## config.mk

```make
export PLATFORM = sky130hd
export DESIGN_NAME = multi_reader_buffer_index_manager
export DESIGN_NICKNAME = d
export VERILOG_FILES = /design/src/mrbim_pkg.sv /design/src/mrbim_free_pick.sv /design/src/multi_reader_buffer_index_manager.sv
export SDC_FILE = /design/constraint.sdc
export NUM_CORES = 1
export LEC_CHECK = 0
export BUFFER_PORTS_ARGS = -buffer_cell sky130_fd_sc_hd__buf_2
export CAP_MARGIN = 20
export CORE_UTILIZATION = 50
export DETAILED_ROUTE_END_ITERATION = 12
export PLACE_DENSITY = 0.67
export SLEW_MARGIN = 20
export SYNTH_ARGS = -nofsm -noshare
export SYNTH_HDL_FRONTEND = slang
export SYNTH_SLANG_ARGS = --single-unit
export TNS_END_PERCENT = 5
```

## constraint.sdc

```tcl
create_clock -name clk -period 8.8 [get_ports clk]
set_input_delay 0.44 -clock clk [delete_from_list [all_inputs] [get_ports clk]]
set_output_delay 0.44 -clock clk [all_outputs]
set_load 0.05 [all_outputs]
```

## src/mrbim_pkg.sv

```systemverilog
`timescale 1ns / 1ps
// ----------------------------------------------------------------------------
// mrbim_pkg
// shared types and constants for the multi-reader buffer index manager
// ----------------------------------------------------------------------------
package mrbim_pkg;

	localparam int READER_SLOTS = 8;
	localparam int NBUF_MAX    = READER_SLOTS + 2;
	localparam int SLOT_W      = 3;
	localparam int LIM_W       = 4;
	localparam int BUF_W       = 4;
	localparam int STATUS_W    = 4;
	localparam int OP_W        = 3;

	localparam logic [BUF_W-1:0] NO_BUF = '1;

	typedef enum logic [OP_W-1:0] {
		OP_WRITER_GET    = 3'd0,
		OP_WRITER_COMMIT = 3'd1,
		OP_READER_ATTACH = 3'd2,
		OP_READER_REL    = 3'd3,
		OP_READER_GET    = 3'd4
	} op_t;

	typedef enum logic [STATUS_W-1:0] {
		STAT_OK      = 4'd0,
		STAT_NEW     = 4'd1,
		STAT_OLD     = 4'd2,
		STAT_NODATA  = 4'd3,
		STAT_NOPEND  = 4'd4,
		STAT_FULL    = 4'd5,
		STAT_NOSLOT  = 4'd6,
		STAT_NOBUF   = 4'd7,
		STAT_BADSLOT = 4'd8
	} status_t;

	typedef enum logic [2:0] {
		S_IDLE,
		S_SCAN,
		S_SCAN_END,
		S_GET_RD,
		S_FIN
	} state_t;

	typedef struct packed {
		logic             found;
		logic [BUF_W-1:0] idx;
	} pick_t;

endpackage

```

## src/mrbim_free_pick.sv

```systemverilog
`timescale 1ns / 1ps
// ----------------------------------------------------------------------------
// mrbim_free_pick
// picks the highest-numbered buffer that is neither latest nor held
// ----------------------------------------------------------------------------
module mrbim_free_pick import mrbim_pkg::*; (
	input  logic [NBUF_MAX-1:0] used,
	input  logic [BUF_W-1:0]    nbuf,
	input  logic                latest_valid,
	input  logic [BUF_W-1:0]    latest_buffer,
	output pick_t               pick
);

	always_comb begin
		pick.found = 1'b0;
		pick.idx   = '0;
		// last match wins, so the highest free buffer is taken
		for (int i = 0; i < NBUF_MAX; i++) begin
			if (BUF_W'(i) < nbuf && !used[i]
					&& !(latest_valid && latest_buffer == BUF_W'(i))) begin
				pick.found = 1'b1;
				pick.idx   = BUF_W'(i);
			end
		end
	end

endmodule

```

## src/multi_reader_buffer_index_manager.sv

```systemverilog
`timescale 1ns / 1ps
// ----------------------------------------------------------------------------
// multi_reader_buffer_index_manager
// buffer index manager for one writer and several readers
// ----------------------------------------------------------------------------
// latency from accept to result follows the states: writer_get passes S_SCAN
// (one held buffer memory read per reader slot), S_SCAN_END and S_FIN;
// reader_get passes S_GET_RD and S_FIN (only S_FIN for a slot beyond the limit);
// other ops go straight to S_FIN. one item is in work at a time; the next is
// taken once the result register is loaded, and S_FIN waits at a stalled output.
// reset clears control state; unwritten held entries read as none via valid bits
module multi_reader_buffer_index_manager import mrbim_pkg::*; (
	input  logic                clk,
	input  logic                arst_n,
	input  logic                in_valid,
	output logic                in_stall,
	input  logic [OP_W-1:0]     opcode,
	input  logic [SLOT_W-1:0]   reader_slot,
	output logic                out_valid,
	input  logic                out_stall,
	output logic [STATUS_W-1:0] status,
	output logic [BUF_W-1:0]    buffer_index,
	output logic [SLOT_W-1:0]   reader_slot_out,
	input  logic                cfg_valid,
	output logic                cfg_ready,
	input  logic [LIM_W-1:0]    cfg_data
);

	state_t state_q, state_d;

	logic [LIM_W-1:0]       reader_limit_q;
	logic [LIM_W-1:0]       lim;
	logic [BUF_W-1:0]       nbuf;
	op_t                    op_q;
	logic [SLOT_W-1:0]      slot_q;
	logic [LIM_W-1:0]       scan_idx_q;
	logic [NBUF_MAX-1:0]    used_q;
	logic [BUF_W-1:0]       latest_q;
	logic                   latest_valid_q;
	logic [BUF_W-1:0]       pending_q;
	logic [READER_SLOTS-1:0] slot_used_q;
	logic [READER_SLOTS-1:0] held_valid_q;
	logic [LIM_W-1:0]       reader_count_q;

	logic [BUF_W-1:0]       held_mem [READER_SLOTS];
	logic                   rd_en;
	logic [SLOT_W-1:0]      rd_addr;
	logic [BUF_W-1:0]       rdata_s1;
	logic                   hv_s1;
	logic                   rd_pend_s1;
	logic [BUF_W-1:0]       held_rd;

	logic                   accept;
	logic                   out_free;
	logic                   fin_fire;
	pick_t                  pick;

	status_t                res_status;
	logic [BUF_W-1:0]       res_bidx;
	logic [SLOT_W-1:0]      res_sout;
	logic                   attach_found;
	logic [SLOT_W-1:0]      attach_slot;
	logic                   slot_ok;

	logic                   out_valid_q;
	logic [STATUS_W-1:0]    status_q;
	logic [BUF_W-1:0]       bidx_q;
	logic [SLOT_W-1:0]      sout_q;

	assign cfg_ready = 1'b1;
	assign in_stall  = (state_q != S_IDLE);
	assign accept    = in_valid && !in_stall;
	assign out_free  = !out_valid_q || !out_stall;
	assign fin_fire  = (state_q == S_FIN) && out_free;

	always_comb begin
		if (reader_limit_q == '0) begin
			lim = LIM_W'(1);
		end else if (reader_limit_q > LIM_W'(READER_SLOTS)) begin
			lim = LIM_W'(READER_SLOTS);
		end else begin
			lim = reader_limit_q;
		end
	end

	assign nbuf    = BUF_W'(lim) + BUF_W'(2);
	assign slot_ok = LIM_W'(slot_q) < lim;

	// held buffer memory, one read per cycle
	assign rd_en   = (state_q == S_SCAN) || (state_q == S_GET_RD);
	assign rd_addr = (state_q == S_SCAN) ? scan_idx_q[SLOT_W-1:0] : slot_q;
	assign held_rd = hv_s1 ? rdata_s1 : NO_BUF;

	always_ff @(posedge clk) begin
		if (rd_en) begin
			rdata_s1 <= held_mem[rd_addr];
			hv_s1    <= held_valid_q[rd_addr];
		end
		if (fin_fire && op_q == OP_READER_GET && res_status == STAT_NEW) begin
			held_mem[slot_q] <= latest_q;
		end
	end

	mrbim_free_pick u_pick (
		.used          (used_q),
		.nbuf          (nbuf),
		.latest_valid  (latest_valid_q),
		.latest_buffer (latest_q),
		.pick          (pick)
	);

	always_ff @(posedge clk or negedge arst_n) begin
		if (!arst_n) begin
			state_q <= S_IDLE;
		end else begin
			state_q <= state_d;
		end
	end

	always_comb begin
		state_d = state_q;
		case (state_q)
			S_IDLE: begin
				if (accept) begin
					case (op_t'(opcode))
						OP_WRITER_GET: state_d = S_SCAN;
						OP_READER_GET: begin
							state_d = (LIM_W'(reader_slot) < lim) ? S_GET_RD : S_FIN;
						end
						default: state_d = S_FIN;
					endcase
				end
			end
			S_SCAN: begin
				if (scan_idx_q == lim - LIM_W'(1)) begin
					state_d = S_SCAN_END;
				end
			end
			S_SCAN_END: state_d = S_FIN;
			S_GET_RD:   state_d = S_FIN;
			S_FIN: begin
				if (out_free) begin
					state_d = S_IDLE;
				end
			end
			default: state_d = S_IDLE;
		endcase
	end

	// lowest free slot below the limit
	always_comb begin
		attach_found = 1'b0;
		attach_slot  = '0;
		for (int i = READER_SLOTS - 1; i >= 0; i--) begin
			if (LIM_W'(i) < lim && !slot_used_q[i]) begin
				attach_found = 1'b1;
				attach_slot  = SLOT_W'(i);
			end
		end
	end

	always_comb begin
		res_status = STAT_OK;
		res_bidx   = '0;
		res_sout   = '0;
		case (op_q)
			OP_WRITER_GET: begin
				if (pick.found) begin
					res_bidx = pick.idx;
				end else begin
					res_status = STAT_NOBUF;
				end
			end
			OP_WRITER_COMMIT: begin
				if (pending_q == NO_BUF) begin
					res_status = STAT_NOPEND;
				end else begin
					res_bidx = pending_q;
				end
			end
			OP_READER_ATTACH: begin
				if (reader_count_q >= lim) begin
					res_status = STAT_FULL;
				end else if (!attach_found) begin
					res_status = STAT_NOSLOT;
				end else begin
					res_sout = attach_slot;
				end
			end
			OP_READER_REL: begin
				if (!slot_ok || !slot_used_q[slot_q]) begin
					res_status = STAT_BADSLOT;
				end
			end
			OP_READER_GET: begin
				if (!slot_ok) begin
					res_status = STAT_BADSLOT;
				end else if (!latest_valid_q || latest_q >= nbuf) begin
					res_status = STAT_NODATA;
				end else begin
					res_status = (held_rd == latest_q) ? STAT_OLD : STAT_NEW;
					res_bidx   = latest_q;
				end
			end
			default: begin
				res_status = STAT_OK;
			end
		endcase
	end

	always_ff @(posedge clk or negedge arst_n) begin
		if (!arst_n) begin
			reader_limit_q <= LIM_W'(READER_SLOTS);
			op_q           <= OP_WRITER_GET;
			slot_q         <= '0;
			scan_idx_q     <= '0;
			used_q         <= '0;
			rd_pend_s1     <= 1'b0;
			latest_q       <= '0;
			latest_valid_q <= 1'b0;
			pending_q      <= NO_BUF;
			slot_used_q    <= '0;
			held_valid_q   <= '0;
			reader_count_q <= '0;
			out_valid_q    <= 1'b0;
		end else begin
			if (cfg_valid && cfg_ready) begin
				reader_limit_q <= cfg_data;
			end
			rd_pend_s1 <= (state_q == S_SCAN);
			if (accept) begin
				op_q       <= op_t'(opcode);
				slot_q     <= reader_slot;
				scan_idx_q <= '0;
				used_q     <= '0;
			end
			if (state_q == S_SCAN) begin
				scan_idx_q <= scan_idx_q + LIM_W'(1);
			end
			// mark buffers held by scanned slots
			if (rd_pend_s1) begin
				for (int i = 0; i < NBUF_MAX; i++) begin
					if (held_rd == BUF_W'(i) && held_rd < nbuf) begin
						used_q[i] <= 1'b1;
					end
				end
			end
			if (fin_fire) begin
				out_valid_q <= 1'b1;
			end else if (out_valid_q && !out_stall) begin
				out_valid_q <= 1'b0;
			end
			if (fin_fire) begin
				case (op_q)
					OP_WRITER_GET: begin
						pending_q <= pick.found ? pick.idx : NO_BUF;
					end
					OP_WRITER_COMMIT: begin
						if (pending_q != NO_BUF) begin
							latest_q       <= pending_q;
							latest_valid_q <= 1'b1;
							pending_q      <= NO_BUF;
						end
					end
					OP_READER_ATTACH: begin
						if (res_status == STAT_OK) begin
							slot_used_q[attach_slot] <= 1'b1;
							reader_count_q           <= reader_count_q + LIM_W'(1);
						end
					end
					OP_READER_REL: begin
						if (res_status == STAT_OK) begin
							slot_used_q[slot_q] <= 1'b0;
							if (reader_count_q != '0) begin
								reader_count_q <= reader_count_q - LIM_W'(1);
							end
						end
					end
					OP_READER_GET: begin
						if (res_status == STAT_NEW) begin
							held_valid_q[slot_q] <= 1'b1;
						end
					end
					default: begin
					end
				endcase
			end
		end
	end

	always_ff @(posedge clk) begin
		if (fin_fire) begin
			status_q <= res_status;
			bidx_q   <= res_bidx;
			sout_q   <= res_sout;
		end
	end

	assign out_valid       = out_valid_q;
	assign status          = status_q;
	assign buffer_index    = bidx_q;
	assign reader_slot_out = sout_q;

endmodule

```

After elaboration in Yosys (flattened, before gate mapping)
Memories as Yosys holds them, arrays and structs flattened. A register that Yosys moved wholly into a read port is not among the register bits.
Cells that the tools add are included.

cells by class
  $add $sub $neg = 5
  order comparisons = 29
  eq/ne operators = 39
  muxes and demuxes = 86
  bitwise logic cells = 6
  reductions and logical operators = 114

operator list
  operator                                                     count
  two-way mux 4 bit                                            16
  logical AND 1 bit                                            55
  two-way mux 3 bit                                            17
  two-way mux 5 bit                                            10
  logical NOT 1 bit                                            34
  equality test 4 x 3 -> 1 bit (second input constant)         8
  less-than comparator 3 x 4 -> 1 bit (first input constant)   8
  two-way mux 1 bit                                            26
  equality test 4 bit (second input constant)                  5
  two-way mux 10 bit                                           2
  case mux 4 bit (5 select lines)                              1
  equality test 4 x 2 -> 1 bit (second input constant)         4
  logical NOT 4 bit                                            4
  less-than comparator 1 x 4 -> 1 bit (first input constant)   4
  less-than comparator 2 x 4 -> 1 bit (first input constant)   4
  two-way mux 8 bit                                            2
  bitwise OR 8 bit                                             2
  case mux 4 bit (2 select lines)                              2
  case mux 8 bit (2 select lines)                              1
  inequality test 2 bit (second input constant)                7
  equality test 3 x 2 -> 1 bit (second input constant)         4
  equality test 4 x 1 -> 1 bit (second input constant)         3
  less-than comparator 3 x 4 -> 1 bit (second input constant)  3
  case mux 3 bit (4 select lines)                              1
  other kinds (31)                                             56

word-level totals
  register bits = 70
  bits in writable memories = 32
  input port bits = 15
  output and inout bits = 14
  logic and storage cells = 298
  memories kept = 1

memories
  name      words  width  read ports  clocked after Yosys merged registers in  write ports  line                                     RTL
  held_mem  8      4      1           1                                        1            multi_reader_buffer_index_manager.sv:45  logic [BUF_W-1:0] held_mem [READER_SLOTS];

Depth between registers and ports, before layout
Gate-level depths: netlist of run 1.

  depth in word-level cells = 23
  mapped depth = 15
  mapped depth without buffers = 12

Modules after synthesis
Synthesis of run 1 repeated with hierarchy kept, for this count alone.

unflattened totals
  cells, all modules = 539
  area, all modules = 5948.2 sq um

by module, submodules not included
  module                             instances  cells an instance  area an instance (sq um)  seq. area each (sq um)
  multi_reader_buffer_index_manager  1          481                5580.4                    2899.0
  mrbim_free_pick                    1          58                 367.9                     0.0

Worst setup path before layout of run 1
OpenSTA, ideal clock, no wires.

  path type = flip-flop to flip-flop
  from = reg reader_limit_q[3]
  to = mem held_mem[0][0] (enable)
  setup time = 377 ps
  data arrival time = 3585 ps
  data required time = 8423 ps
  setup slack = 4839 ps
  cell stages (with the launch flop) = 16
  buffers on the path = 3
  clock period less this slack = 3961 ps
  cell sequence = dfstp_2 buf_2 buf_1 inv_1 nand2_1 inv_1 ha_1 xor2_1 inv_2 ha_1 inv_1 o21ai_0 o21ba_2 nand2_1 clkbuf_1 nor4_1

on the way
  longest elaborated chain between the ends = 23
  elaborated cells between the ends (all ways) = 86
  classes of those cells = 1 x add/sub; 22 x order compare; 1 x eq/ne; 29 x mux; 33 x reduce/logical

RTL lines
  what                                       line                                      RTL
  from (decl)                                multi_reader_buffer_index_manager.sv:31   logic [LIM_W-1:0] reader_limit_q;
  from (signal assigned)                     multi_reader_buffer_index_manager.sv:213  reader_limit_q <= LIM_W'(READER_SLOTS);
  from (signal assigned)                     multi_reader_buffer_index_manager.sv:228  reader_limit_q <= cfg_data;
  greater-than comparator 4 bit              multi_reader_buffer_index_manager.sv:79   end else if (reader_limit_q > LIM_W'(READER_SLOTS)) begin
  two-way mux 4 bit                          multi_reader_buffer_index_manager.sv:79
  two-way mux 4 bit *                        multi_reader_buffer_index_manager.sv:77   if (reader_limit_q == '0) begin
  adder 4 x 2 -> 4 bit                       multi_reader_buffer_index_manager.sv:86   assign nbuf = BUF_W'(lim) + BUF_W'(2);
  less-than comparator 1 x 4 -> 1 bit        mrbim_free_pick.sv:19                     if (BUF_W'(i) < nbuf && !used[i]
  logical AND 1 bit                          mrbim_free_pick.sv:19
  logical AND 1 bit                          mrbim_free_pick.sv:20                     && !(latest_valid && latest_buffer == BUF_W'(i))) begin
  two-way mux 5 bit (10 in series)           mrbim_free_pick.sv:19
  two-way mux 3 bit                          multi_reader_buffer_index_manager.sv:168  if (pick.found) begin
  case mux 4 bit (5 select lines) *          multi_reader_buffer_index_manager.sv:166  case (op_q)
  equality test 4 x 1 -> 1 bit *             multi_reader_buffer_index_manager.sv:99   if (fin_fire && op_q == OP_READER_GET && res_status == STAT_NEW) begin
  logical AND 1 bit *                        multi_reader_buffer_index_manager.sv:99
  two-way mux 1 bit *                        multi_reader_buffer_index_manager.sv:99
  two-way mux 1 bit (implied by the code) *  multi_reader_buffer_index_manager.sv:100  held_mem[slot_q] <= latest_q;
  to (decl)                                  multi_reader_buffer_index_manager.sv:45

Every way passes the cells marked *; elsewhere a longest branch is shown, timed or not.

Final worst setup path of run 1
  from = reg reader_limit_q[3]
  to = mem held_mem[3][0] (enable)

Same word-level chain as after synthesis.

==> impl_results.md, run 1 <==
- Crit start category: flip-flop
- Placed cells: 689
- Critical path fanouts, max: 18
- Pleak: 2.59 nW
- Fin. max-slew vios: 0
- CTS Buffer Depth: 2
- Clock Skews: 0.0110 ns
- Worst Path Arrival: 4.39 ns
- Setup crit end: held_mem[3][0]
- Port Buffer Count: 27
- Final instance area: 6480 sq um
- RSZ-0062 raised after global routing: false
- Horiz. Die Dim: 111 um
- Relative slew slack: 30.8%
- GRT Total Usage: 24.4%
- TritonCTS buffer count: 9
- Row count: 39
- CP Capture Type: flip-flop
- Setup violators final: 0
- Vias: 4365
- Status: completed
- Max Cap Violations: 0
- Synth Register Bits: 106
- DRT iter0 DRCs: 380
- Max VDD drop: 0.000206 V
- Worst reg2reg path startpoint: reader_limit_q[3]
- DR DRC count: 0
- Fmax: 0.227 GHz
- Syn nets: 576
- Die height: 111 um
- Worst Reg-to-Reg Cells: 12
- Post-synth EDFFs: 48
- Nets: 600
- Wire per inst: 20.3 um
- Minimum clock period: 4.40 ns
- Routed WL: 14.3 mm
- Root Driver: clkbuf_16
- CTS tree: done
- Area Overhead vs Synth: 9.44%
- Skew-Pair Late Insertion Delay: 0.36 ns
- Async SR Flop Fraction: 54.7%
- Sequential fraction of the synthesis area: 48.9%
- WS Path Type: flip-flop to flip-flop
- First-pass GRT wire length: 22.9 mm
- Crit Reg-Reg Endpoint: held_mem[3][0]
- Fin. Hold Viols: 0
- Setup bufs post-CTS: 0
- Dominant synthesized flop cell: dfrtp_1
- R2R Setup Slk: 4.40 ns
- Worst-path clk slew: 0.08 ns
- Util after Layout: 56.6%
- Pin count of the biggest net entering global routing: 59
- Vias in the first global route: 4177
- H-tree depth: 3
- Post-CTS Resized: 0
- Ratio of cells with drive above 1 in the final layout: 17.8%
- Fin Setup TNS: 0 ns
- RePlAce Congestion: 0.954
- Mean Syn Cell Area: 11.1 sq um
- Fill cell count: 952
- Die area: 12300 sq um
- Hold Crit Class: input port to asynchronous set/reset pin
- Fin crit share: 50.0%
- Worst Tran Pin Value: 1.02 ns
- Placed inst area: 6170 sq um
- Mapped Area: 5930 sq um
- CP Data Required Time: 8.79 ns
- Yosys warns: 0
- Netlist cell types: 71
- GR Overflow Total: 0
- # diodes: 0
- Total core area: 11500 sq um
- Initial Util: 51.7%
- CTS Hold Bufs: 0
- Pre-antenna DRT Iters: 5
- WHS: 0.238 ns
- Fin cells: 706
- Critical path origin: reader_limit_q[3]
- CTS sink cnt: 106
- Cell count after synthesis: 534
- Ports: 29
- Initial antenna violation count: 0
- Routed Antenna Nets: 0
- Vias per cell: 6.18
- Power Dens Cells: 322 nW/um^2
- Post-DP HPWL: 10.5 mm
==> per-stage QoR <==
stage	setup slack (ns)	power, W
2_1_floorplan	4.84	0.00143
3_3_place_gp	4.76	0.00165
3_5_place_dp	4.49	0.00167
4_1_cts	4.48	0.00208
5_1_grt	4.08	0.00220
6_report	4.40	0.00209
==> state kept, by name, summed over array words and instances, names as in the netlist <==
register and count:
reader_limit_q 4, pending_q 4, op_q 3, slot_q 3
hv_s1 1, out_valid 1, slot_used_q 8, scan_idx_q 4
status 4, rd_pend_s1 1, reader_count_q 4, latest_valid_q 1
held_mem 32, rdata_s1 4, held_valid_q 8, latest_q 4
buffer_index 4, used_q 10, state_q 3, reader_slot_out 3
==> cell families (layout without fill, tap and decap cells) <==
logic type / count (synthesis) / after routing / share of synthesized area (%)
AO/OA/AOI/OAI: 141 / 141 / 16.5
XOR/XNOR: 14 / 14 / 2.07
adder cells (fa/ha/maj): 27 / 27 / 5.83
buffers and inverters: 48 / 77 / 3.53
flip-flops: 106 / 106 / 48.9
multiplexers: 35 / 35 / 8.89
other: 1 / 1 / 0.0633
AND/OR/NAND/NOR: 162 / 162 / 14.2
==> layout make-up <==
type                            count  area, sq um  share of cell area, %
Inverter                           31          116                   1.79
Clock buffer                       10          229                   3.53
Clock inverter                      6         72.6                   1.12
Multi-Input combinational cell    380         2830                   43.6
Sequential cell                   106         2900                   44.7
Tap cell                          143          179                   2.76
Timing Repair Buffer               30          164                   2.53
==> critical path, cell delays in order (launching register included) <==
cell     delay (ns)
dfstp_2        0.73
inv_1          0.19
nand2_1        0.25
inv_1          0.11
ha_1           0.26
xor2_1         0.37
inv_2          0.14
ha_1           0.30
inv_1          0.05
o21ai_0        0.24
o21ba_2        0.20
nand2_1        0.34
nor4_1         0.83
==> synth_stat cells, types with 3 or more instances <==
| cell type | count | share of area (%) |
|---|---|---|
| a221oi_1 | 3 | 0.44 |
| ha_1 | 26 | 5.5 |
| or2_2 | 4 | 0.42 |
| nor2_1 | 34 | 2.2 |
| a22oi_1 | 3 | 0.38 |
| nand4_1 | 3 | 0.32 |
| a21oi_1 | 23 | 1.9 |
| mux4_2 | 12 | 4.6 |
| nor4_1 | 4 | 0.42 |
| o21a_1 | 3 | 0.38 |
| a32o_1 | 3 | 0.51 |
| nor3_1 | 11 | 0.93 |
| mux2_2 | 18 | 3.4 |
| mux2i_1 | 4 | 0.68 |
| o31ai_1 | 19 | 2.4 |
| a211oi_1 | 4 | 0.51 |
| dfrtp_1 | 53 | 22 |
| nand3b_1 | 3 | 0.38 |
| a21o_1 | 6 | 0.76 |
| xnor2_1 | 9 | 1.3 |
| nand2_1 | 47 | 3.0 |
| edfxtp_1 | 48 | 24 |
| inv_1 | 29 | 1.8 |
| or3_1 | 3 | 0.32 |
| dfstp_2 | 5 | 2.2 |
| xor2_1 | 5 | 0.74 |
| o21bai_1 | 3 | 0.38 |
| and4bb_2 | 3 | 0.63 |
| o22ai_1 | 4 | 0.42 |
| nand2b_1 | 14 | 1.5 |
| o21ai_0 | 32 | 2.7 |
| nand3_1 | 11 | 0.93 |
| buf_4 | 3 | 0.38 |
| nor2b_1 | 11 | 1.2 |
| nand4b_1 | 4 | 0.59 |
| o211ai_1 | 4 | 0.51 |
| a31oi_1 | 5 | 0.53 |
| o41ai_1 | 4 | 0.59 |
| clkbuf_1 | 9 | 0.57 |
==> where the power goes <==
group          internal [W]  total, W  switching [W]
clock              0.000224  0.000411       0.000187
combinational      0.000339  0.000845       0.000506
sequential         0.000658  0.000831       0.000173
==> per-layer routing <==
layer,vias to the layer above,share of wire [%],GRT usage (%)
met1,2132,45,34.0
li1,2055,-,-
met4,0,1.5,7.82
met2,162,47,38.3
met3,16,6.1,4.76
met5,-,0,0
==> cell usage in the layout, fill, tap and decap left out, types with 5 or more instances in the layout <==
cell / count
dfrtp_1: 53
edfxtp_1: 48
nand2_1: 47
nor2_1: 34
o21ai_0: 32
inv_1: 29
buf_2: 27
ha_1: 26
a21oi_1: 22
o31ai_1: 19
mux2_2: 18
nand2b_1: 14
mux4_2: 12
nor2b_1: 11
nor3_1: 11
nand3_1: 11
xnor2_1: 9
clkbuf_16: 9
a21o_1: 6
xor2_1: 5
a31oi_1: 5
dfstp_2: 5
==> worst min-delay path by stage <==
stage	end	start	depth (start not counted)
CTS	held_valid_q[5]	arst_n	2
floorplan	held_valid_q[0]	arst_n	0
detailed placement	held_valid_q[5]	held_valid_q[5]	2
global route	reader_limit_q[2]	cfg_data[2]	2
global placement	held_valid_q[7]	held_valid_q[7]	2
finish	used_q[2]	arst_n	2
Note: power is estimated with default switching activity, not from simulation.
==> inputs of run 2 (changes only) <==
==> constraint.sdc (replaced) <==
create_clock -name clk -period 4.5 [get_ports clk]
set_input_delay 0.225 -clock clk [delete_from_list [all_inputs] [get_ports clk]]
set_output_delay 0.225 -clock clk [all_outputs]
set_load 0.05 [all_outputs]
==> run 2 against run 1 <==
  * Wire length is 0.73% lower
  * Largest power group unchanged
  * Clock skew is 0.0026 ns higher
  * Design area is 0.19% higher
  * Clock power is 92% higher
  * Worst setup slack worse by 4.1 ns
  * Cell count is 0.42% higher
  * Global-route usage is 0.40 points higher
  * Critical path depth is 1 lower
  * Via count is 2.0% higher
==> impl_results.md, run 2 (synthesis results as in run 1) <==
- RePlAce Congestion: 0.988 (+3.6%)
- Critical path origin: reader_limit_q[3]
- Ratio of cells with drive above 1 in the final layout: 18.0% (+0.26 points)
- Seq pwr share: 39.3% (-0.5 points)
- Vias per cell: 6.28 (+1.6%)
- RSZ-0062 raised after global routing: false
- Initial Util: 51.7% (unchanged)
- TritonCTS buffer count: 9 (unchanged)
- Vias in the first global route: 4301 (+3.0%)
- Fin cells: 709 (+0.42%)
- CTS sink cnt: 106 (unchanged)
- DRT iter0 DRCs: 407 (+7.1%)
- Hold Crit Class: input port to asynchronous set/reset pin
- Root Driver: clkbuf_16
- Max Cap Violations: 0 (unchanged)
- Max VDD drop: 0.000356 V (+73%)
- Clock Skews: 0.0136 ns (+0.00261 ns)
- Post-DP HPWL: 10.3 mm (-1.5%)
- Clock Power Share: 19.5% (-0.2 points)
- Vias: 4452 (+2.0%)
- Setup ws final: 0.266 ns (-4.14 ns)
- Worst reg2reg path startpoint: reader_limit_q[3]
- Fin. Hold Viols: 0 (unchanged)
- Port Buffer Count: 27 (unchanged)
- Fin. max-slew vios: 0 (unchanged)
- Total core area: 11500 sq um (unchanged)
- Placed inst area: 6200 sq um (+0.49%)
- WS Path Type: flip-flop to flip-flop
- Status: completed
- First-pass GRT wire length: 23.4 mm (+2.0%)
- Largest register FFs: 32 (unchanged)
- CTS tree: done
- Worst Reg-to-Reg Cells: 11 (-1)
- Row count: 39 (unchanged)
- CP Capture Type: flip-flop
- Power Dens Cells: 624 nW/um^2 (+94%)
- Switching power: 0.00167 W (+93%)
- Worst Path Arrival: 4.22 ns (-0.17 ns)
- Util after Layout: 56.7% (+0.11 points)
- Critical path fanouts, max: 18 (unchanged)
- Internal: 0.00238 W (+95%)
- Fmax: 0.236 GHz (+3.8%)
- Wire per inst: 20.0 um (-1.2%)
- Nets: 603 (+0.50%)
- Sw Ratio: 41.2% (-0.27 points)
- Combinational share of power: 41.2% (+0.7 points)
- GRT Total Usage: 24.8% (+0.40 points)
- Top flop regs: held_mem (32), used_q (10)
- Die area: 12300 sq um (unchanged)
- H-tree depth: 3 (unchanged)
- Most frequent cells in the layout: 53 x dfrtp_1, 48 x edfxtp_1, 47 x nand2_1, 34 x nor2_1, 32 x o21ai_0
- Relative slew slack: 32.3% (+1.5 points)
- CTS Buffer Depth: 2 (unchanged)
- # diodes: 0 (unchanged)
- Setup violators final: 0 (unchanged)
- GR Overflow Total: 0 (unchanged)
- DR DRC count: 0 (unchanged)
- Pleak: 2.58 nW (-0.14%)
- Worst-path clk slew: 0.07 ns (about the same)
- Horiz. Die Dim: 111 um (unchanged)
- Pre-CTS worst setup slack: 0.344 ns (-4.15 ns)
- Final instance area: 6500 sq um (+0.19%)
- Area Overhead vs Synth: 9.65%
- Minimum clock period: 4.23 ns (-0.162 ns)
- Ports: 29 (unchanged)
- Routed WL: 14.2 mm (-0.73%)
- Worst Tran Pin Value: 0.996 ns (-0.0283 ns)
- Die height: 111 um (unchanged)
- Skew-Pair Late Insertion Delay: 0.36 ns (about the same)
- Routed Antenna Nets: 0 (unchanged)
- Fin Setup TNS: 0 ns (unchanged)
- Crit start category: flip-flop
- Pin count of the biggest net entering global routing: 59 (unchanged)
- Fin crit share: 94.1% (+44 points)
- Placed cells: 693 (+0.58%)
- Initial antenna violation count: 0 (unchanged)
- CP Data Required Time: 4.49 ns (-4.30 ns)
- Top reg by flops: held_mem
- Pre-antenna DRT Iters: 5 (unchanged)
- Commonest non-fill, non-tap cell in the layout: dfrtp_1
-- run 2: path summary, 6_finish.rpt --
kind	slack, ns	to
setup / recovery	0.27	held_mem[2][3]
hold / removal	0.03	state_q[0]
setup reg to reg	0.27	held_mem[2][3]
hold reg to reg	0.48	held_valid_q[6]
max in group asynchronous	3.99	reader_limit_q[1]
min in group clk	0.08	reader_limit_q[1]
-- run 2: what timing repair did --
action,CTS,global route
hold buffers,0,0
endpoints found under the setup margin,0,4
setup buffers,0,0
gates resized for setup,0,1
-- run 2: worst max-delay path, cell delays in order (launching register included) --
cell,delay [ns]
dfstp_2,0.74
inv_1,0.18
nand2_1,0.23
inv_1,0.10
ha_1,0.25
xor2_1,0.36
inv_2,0.15
a211oi_1,0.36
o22ai_1,0.26
or4b_4,0.28
o21ai_4,0.14
nor4_1,0.79
-- run 2: power by group through the flow --
stage | sequential (W) | combinational (W) | clock, W
3_3_place_gp | 0.00160 | 0.00163 | 0
2_1_floorplan | 0.00161 | 0.00119 | 0
4_1_cts | 0.00159 | 0.00166 | 0.000809
5_1_grt | 0.00163 | 0.00183 | 0.000851
6_report | 0.00160 | 0.00167 | 0.000791
3_5_place_dp | 0.00161 | 0.00166 | 0
-- run 2: cell type report --
type / count / area (sq um)
Sequential cell: 106 / 2900
Inverter: 31 / 116
Multi-Input combinational cell: 380 / 2830
Clock buffer: 11 / 233
Timing Repair Buffer: 33 / 180
Tap cell: 143 / 179
Clock inverter: 5 / 62.6
Fill cell: 987 / 4970
-- run 2: metrics by stage --
step           total power (W)  hold slack (ns)
3_3_place_gp           0.00323            0.429
5_1_grt                0.00431           0.0973
3_5_place_dp           0.00327            0.433
4_1_cts                0.00406           0.0464
2_1_floorplan          0.00280          -0.0706
6_report               0.00406           0.0266
-- run 2: metal layers --
metal	vias up	share of wire [%]	track usage (%)
met4	0	1.5	8.98
li1	2061	-	-
met3	19	6.9	5.30
met2	200	47	38.2
met5	-	0	0
met1	2172	45	34.5
==> inputs of run 3 (changes only) <==
--- a/config.mk
+++ b/config.mk
@@ -7,9 +7,8 @@
 export LEC_CHECK = 0
 export BUFFER_PORTS_ARGS = -buffer_cell sky130_fd_sc_hd__buf_2
 export CAP_MARGIN = 20
-export CORE_UTILIZATION = 50
+export CORE_UTILIZATION = 40
 export DETAILED_ROUTE_END_ITERATION = 12
-export PLACE_DENSITY = 0.67
 export SLEW_MARGIN = 20
 export SYNTH_ARGS = -nofsm -noshare
 export SYNTH_HDL_FRONTEND = slang
==> run 3 against run 2 <==
  * Sequential power barely moved
  * Core utilization fell by 11 points
  * Worst setup slack improved by 0.13 ns
  * Clock skew fell by 0.0070 ns
  * Worst hold slack improved by 0.010 ns
  * Sequential share of layout area decreased by 0.41 points
  * Die area is 25% higher
  * Wire length up 0.68%
  * Cell count increased by 6.3%
  * Fmax increased by 3.2%
==> impl_results.md, run 3 (synthesis results as in run 1) <==
- Max Cap Violations: 0 (unchanged)
- Vias in the first global route: 4339 (+0.88%)
- CP max-delay cell: or4b_4
- CP Data Required Time: 4.58 ns (+0.09 ns)
- Die height: 124 um (+12%)
- GR Overflow Total: 0 (unchanged)
- RePlAce Congestion: 0.942 (-4.6%)
- Row count: 44 (+13%)
- Area Overhead vs Synth: 10.7%
- CTS sink cnt: 106 (unchanged)
- Relative slew slack: 35.0% (+2.8 points)
- Vias per cell: 5.83 (-7.2%)
- Max VDD drop: 0.000299 V (-16%)
- Total core area: 14500 sq um (+26%)
- Crit-path max cell delay: 0.54 ns (-0.25 ns)
- Pre-antenna DRT Iters: 5 (unchanged)
- Critical path fanouts, max: 17 (-1)
- Power Dens Cells: 613 nW/um^2 (-1.7%)
- First-pass GRT wire length: 23.1 mm (-1.3%)
- Fin crit share: 91.2% (-2.9 points)
- Worst Path Arrival: 4.18 ns (-0.04 ns)
- TritonCTS buffer count: 9 (unchanged)
- Worst Reg-to-Reg Cells: 11 (unchanged)
- Crit-path leading delay family: simple AND/OR/NAND/NOR gates
- Minimum clock period: 4.10 ns (-0.130 ns)
- Die area: 15300 sq um (+25%)
- Hold Crit Class: input port to asynchronous set/reset pin
- Worst-path clk slew: 0.07 ns (about the same)
- DRT iter0 DRCs: 334 (-18%)
- CP Capture Type: flip-flop
- Routed WL: 14.3 mm (+0.68%)
- Top flop regs: held_mem (32), used_q (10)
- Combinational share of power: 41.9% (+0.7 points)
- GRT Total Usage: 20.4% (-4.4 points)
- Pin count of the biggest net entering global routing: 59 (unchanged)
- Status: completed
- Initial antenna violation count: 0 (unchanged)
- Crit start category: flip-flop
- Skew-Pair Late Insertion Delay: 0.36 ns (about the same)
- Root Driver: clkbuf_16
- Top reg by flops: held_mem
- Fin Setup TNS: 0 ns (unchanged)
- Internal: 0.00234 W (-1.7%)
- Most frequent cells in the layout: 53 x dfrtp_1, 48 x edfxtp_1, 47 x nand2_1, 34 x nor2_1, 32 x o21ai_0
- CTS Hold Bufs: 0 (unchanged)
- CP Cell Sequence: buf_4 > nor2b_1 > inv_1 > ha_1 > nand2b_1 > a21oi_1 > nor2_1 > o22ai_1 > or4b_4 > o21ai_4 > nor3_1
- Clock Skews: 0.00667 ns (-0.00696 ns)
- Post-CTS Resized: 0 (unchanged)
- Commonest non-fill, non-tap cell in the layout: dfrtp_1
- Pleak: 2.60 nW (+0.65%)
- Horiz. Die Dim: 124 um (+12%)
- WS Path Type: flip-flop to flip-flop
- Post-DP HPWL: 10.5 mm (+2.1%)
- Worst Tran Pin Value: 0.955 ns (-0.0405 ns)
- CP bufs+invs: 2 (-1)
- WP depth: 11 (unchanged)
- Clock Power Share: 18.7% (-0.8 points)
- Seq pwr share: 39.3% (about the same)
- Port Buffer Count: 27 (unchanged)
- CTS Buffer Depth: 2 (unchanged)
- Switching power: 0.00168 W (+0.47%)
- Setup bufs post-CTS: 0 (unchanged)
- Sw Ratio: 41.8% (+0.54 points)
- DR DRC count: 0 (unchanged)
- RSZ-0062 raised after global routing: false
- Vias: 4393 (-1.3%)
- Largest register FFs: 32 (unchanged)
- Util after Layout: 45.3% (-11 points)
- CTS tree: done
- Ratio of cells with drive above 1 in the final layout: 18.6% (+0.58 points)
- Nets: 607 (+0.66%)
- Ports: 29 (unchanged)
- Routed Antenna Nets: 0 (unchanged)
- Fin. Hold Viols: 0 (unchanged)
- H-tree depth: 3 (unchanged)
- # diodes: 0 (unchanged)
- Setup violators final: 0 (unchanged)
- Wire per inst: 19.0 um (-5.3%)
- Fin. max-slew vios: 0 (unchanged)
- Initial Util: 40.9% (-11 points)
- Fmax: 0.244 GHz (+3.2%)
## run 3: cell count changes in the layout (fill, tap and decap cells not counted)
cell	delta
bufinv_16	-1
buf_4	+4
clkinvlp_4	-2
clkinvlp_2	+1
clkbuf_1	-1
nor4_1	+1
nor4_2	-1
inv_8	+1
clkinv_4	+2
## run 3: power groups by stage
stage          Combinational, W  Clock [W]  Sequential, W
6_report                0.00169   0.000754        0.00158
5_1_grt                 0.00185   0.000811        0.00162
3_5_place_dp            0.00169          0        0.00160
4_1_cts                 0.00169   0.000777        0.00158
3_3_place_gp            0.00167          0        0.00160
2_1_floorplan           0.00119          0        0.00161
## run 3: area by class of cell
| cell class | count | area [sq um] |
|---|---|---|
| fillers | 1345 | 7920 |
| flip-flops and latches | 106 | 2900 |
| multi-input cells | 380 | 2820 |
| well taps | 184 | 230 |
| clock buffers | 10 | 229 |
| repair buffers | 37 | 210 |
| inverters | 31 | 116 |
| clock inverters | 6 | 51.3 |
## run 3: worst register-to-register path, cell delays in order (launching register included)
cell,delay (ns)
dfstp_2,0.40
buf_4,0.18
nor2b_1,0.49
inv_1,0.31
ha_1,0.45
nand2b_1,0.18
a21oi_1,0.20
nor2_1,0.06
o22ai_1,0.36
or4b_4,0.55
o21ai_4,0.42
nor3_1,0.24
## run 3: stage by stage
step           total power (W)  setup WS (ns)  instance area [sq um]  hold slack, ns  instances
3_3_place_gp           0.00327          0.552                   6280           0.433        738
4_1_cts                0.00405          0.398                   6560          0.0727        754
6_report               0.00402          0.396                   6560          0.0366        754
3_5_place_dp           0.00329          0.410                   6280           0.448        738
2_1_floorplan          0.00280          0.539                   5930         -0.0706        534
5_1_grt                0.00429        0.00473                   6560          0.0973        754
## run 3: routing by layer
layer  wire length (um)  up-vias  GRT usage [%]  share of wire (%)
met4                235        0           7.61                1.6
li1                   -     2067              -                  -
met2               6620      124           31.9                 46
met3                731       17           3.94                5.1
met5                  0        -              0                  0
met1               6720     2185           28.0                 47
## run 3: final timing paths
kind	slack, ns	to	start
min reg2reg	0.46	held_valid_q[5]	held_valid_q[5]
max in group asynchronous	3.96	op_q[0]	arst_n
min in group clk	0.10	reader_limit_q[0]	cfg_data[0]
max	0.40	held_mem[7][3]	reader_limit_q[3]
max reg2reg	0.40	held_mem[7][3]	reader_limit_q[3]
min	0.04	out_valid	arst_n
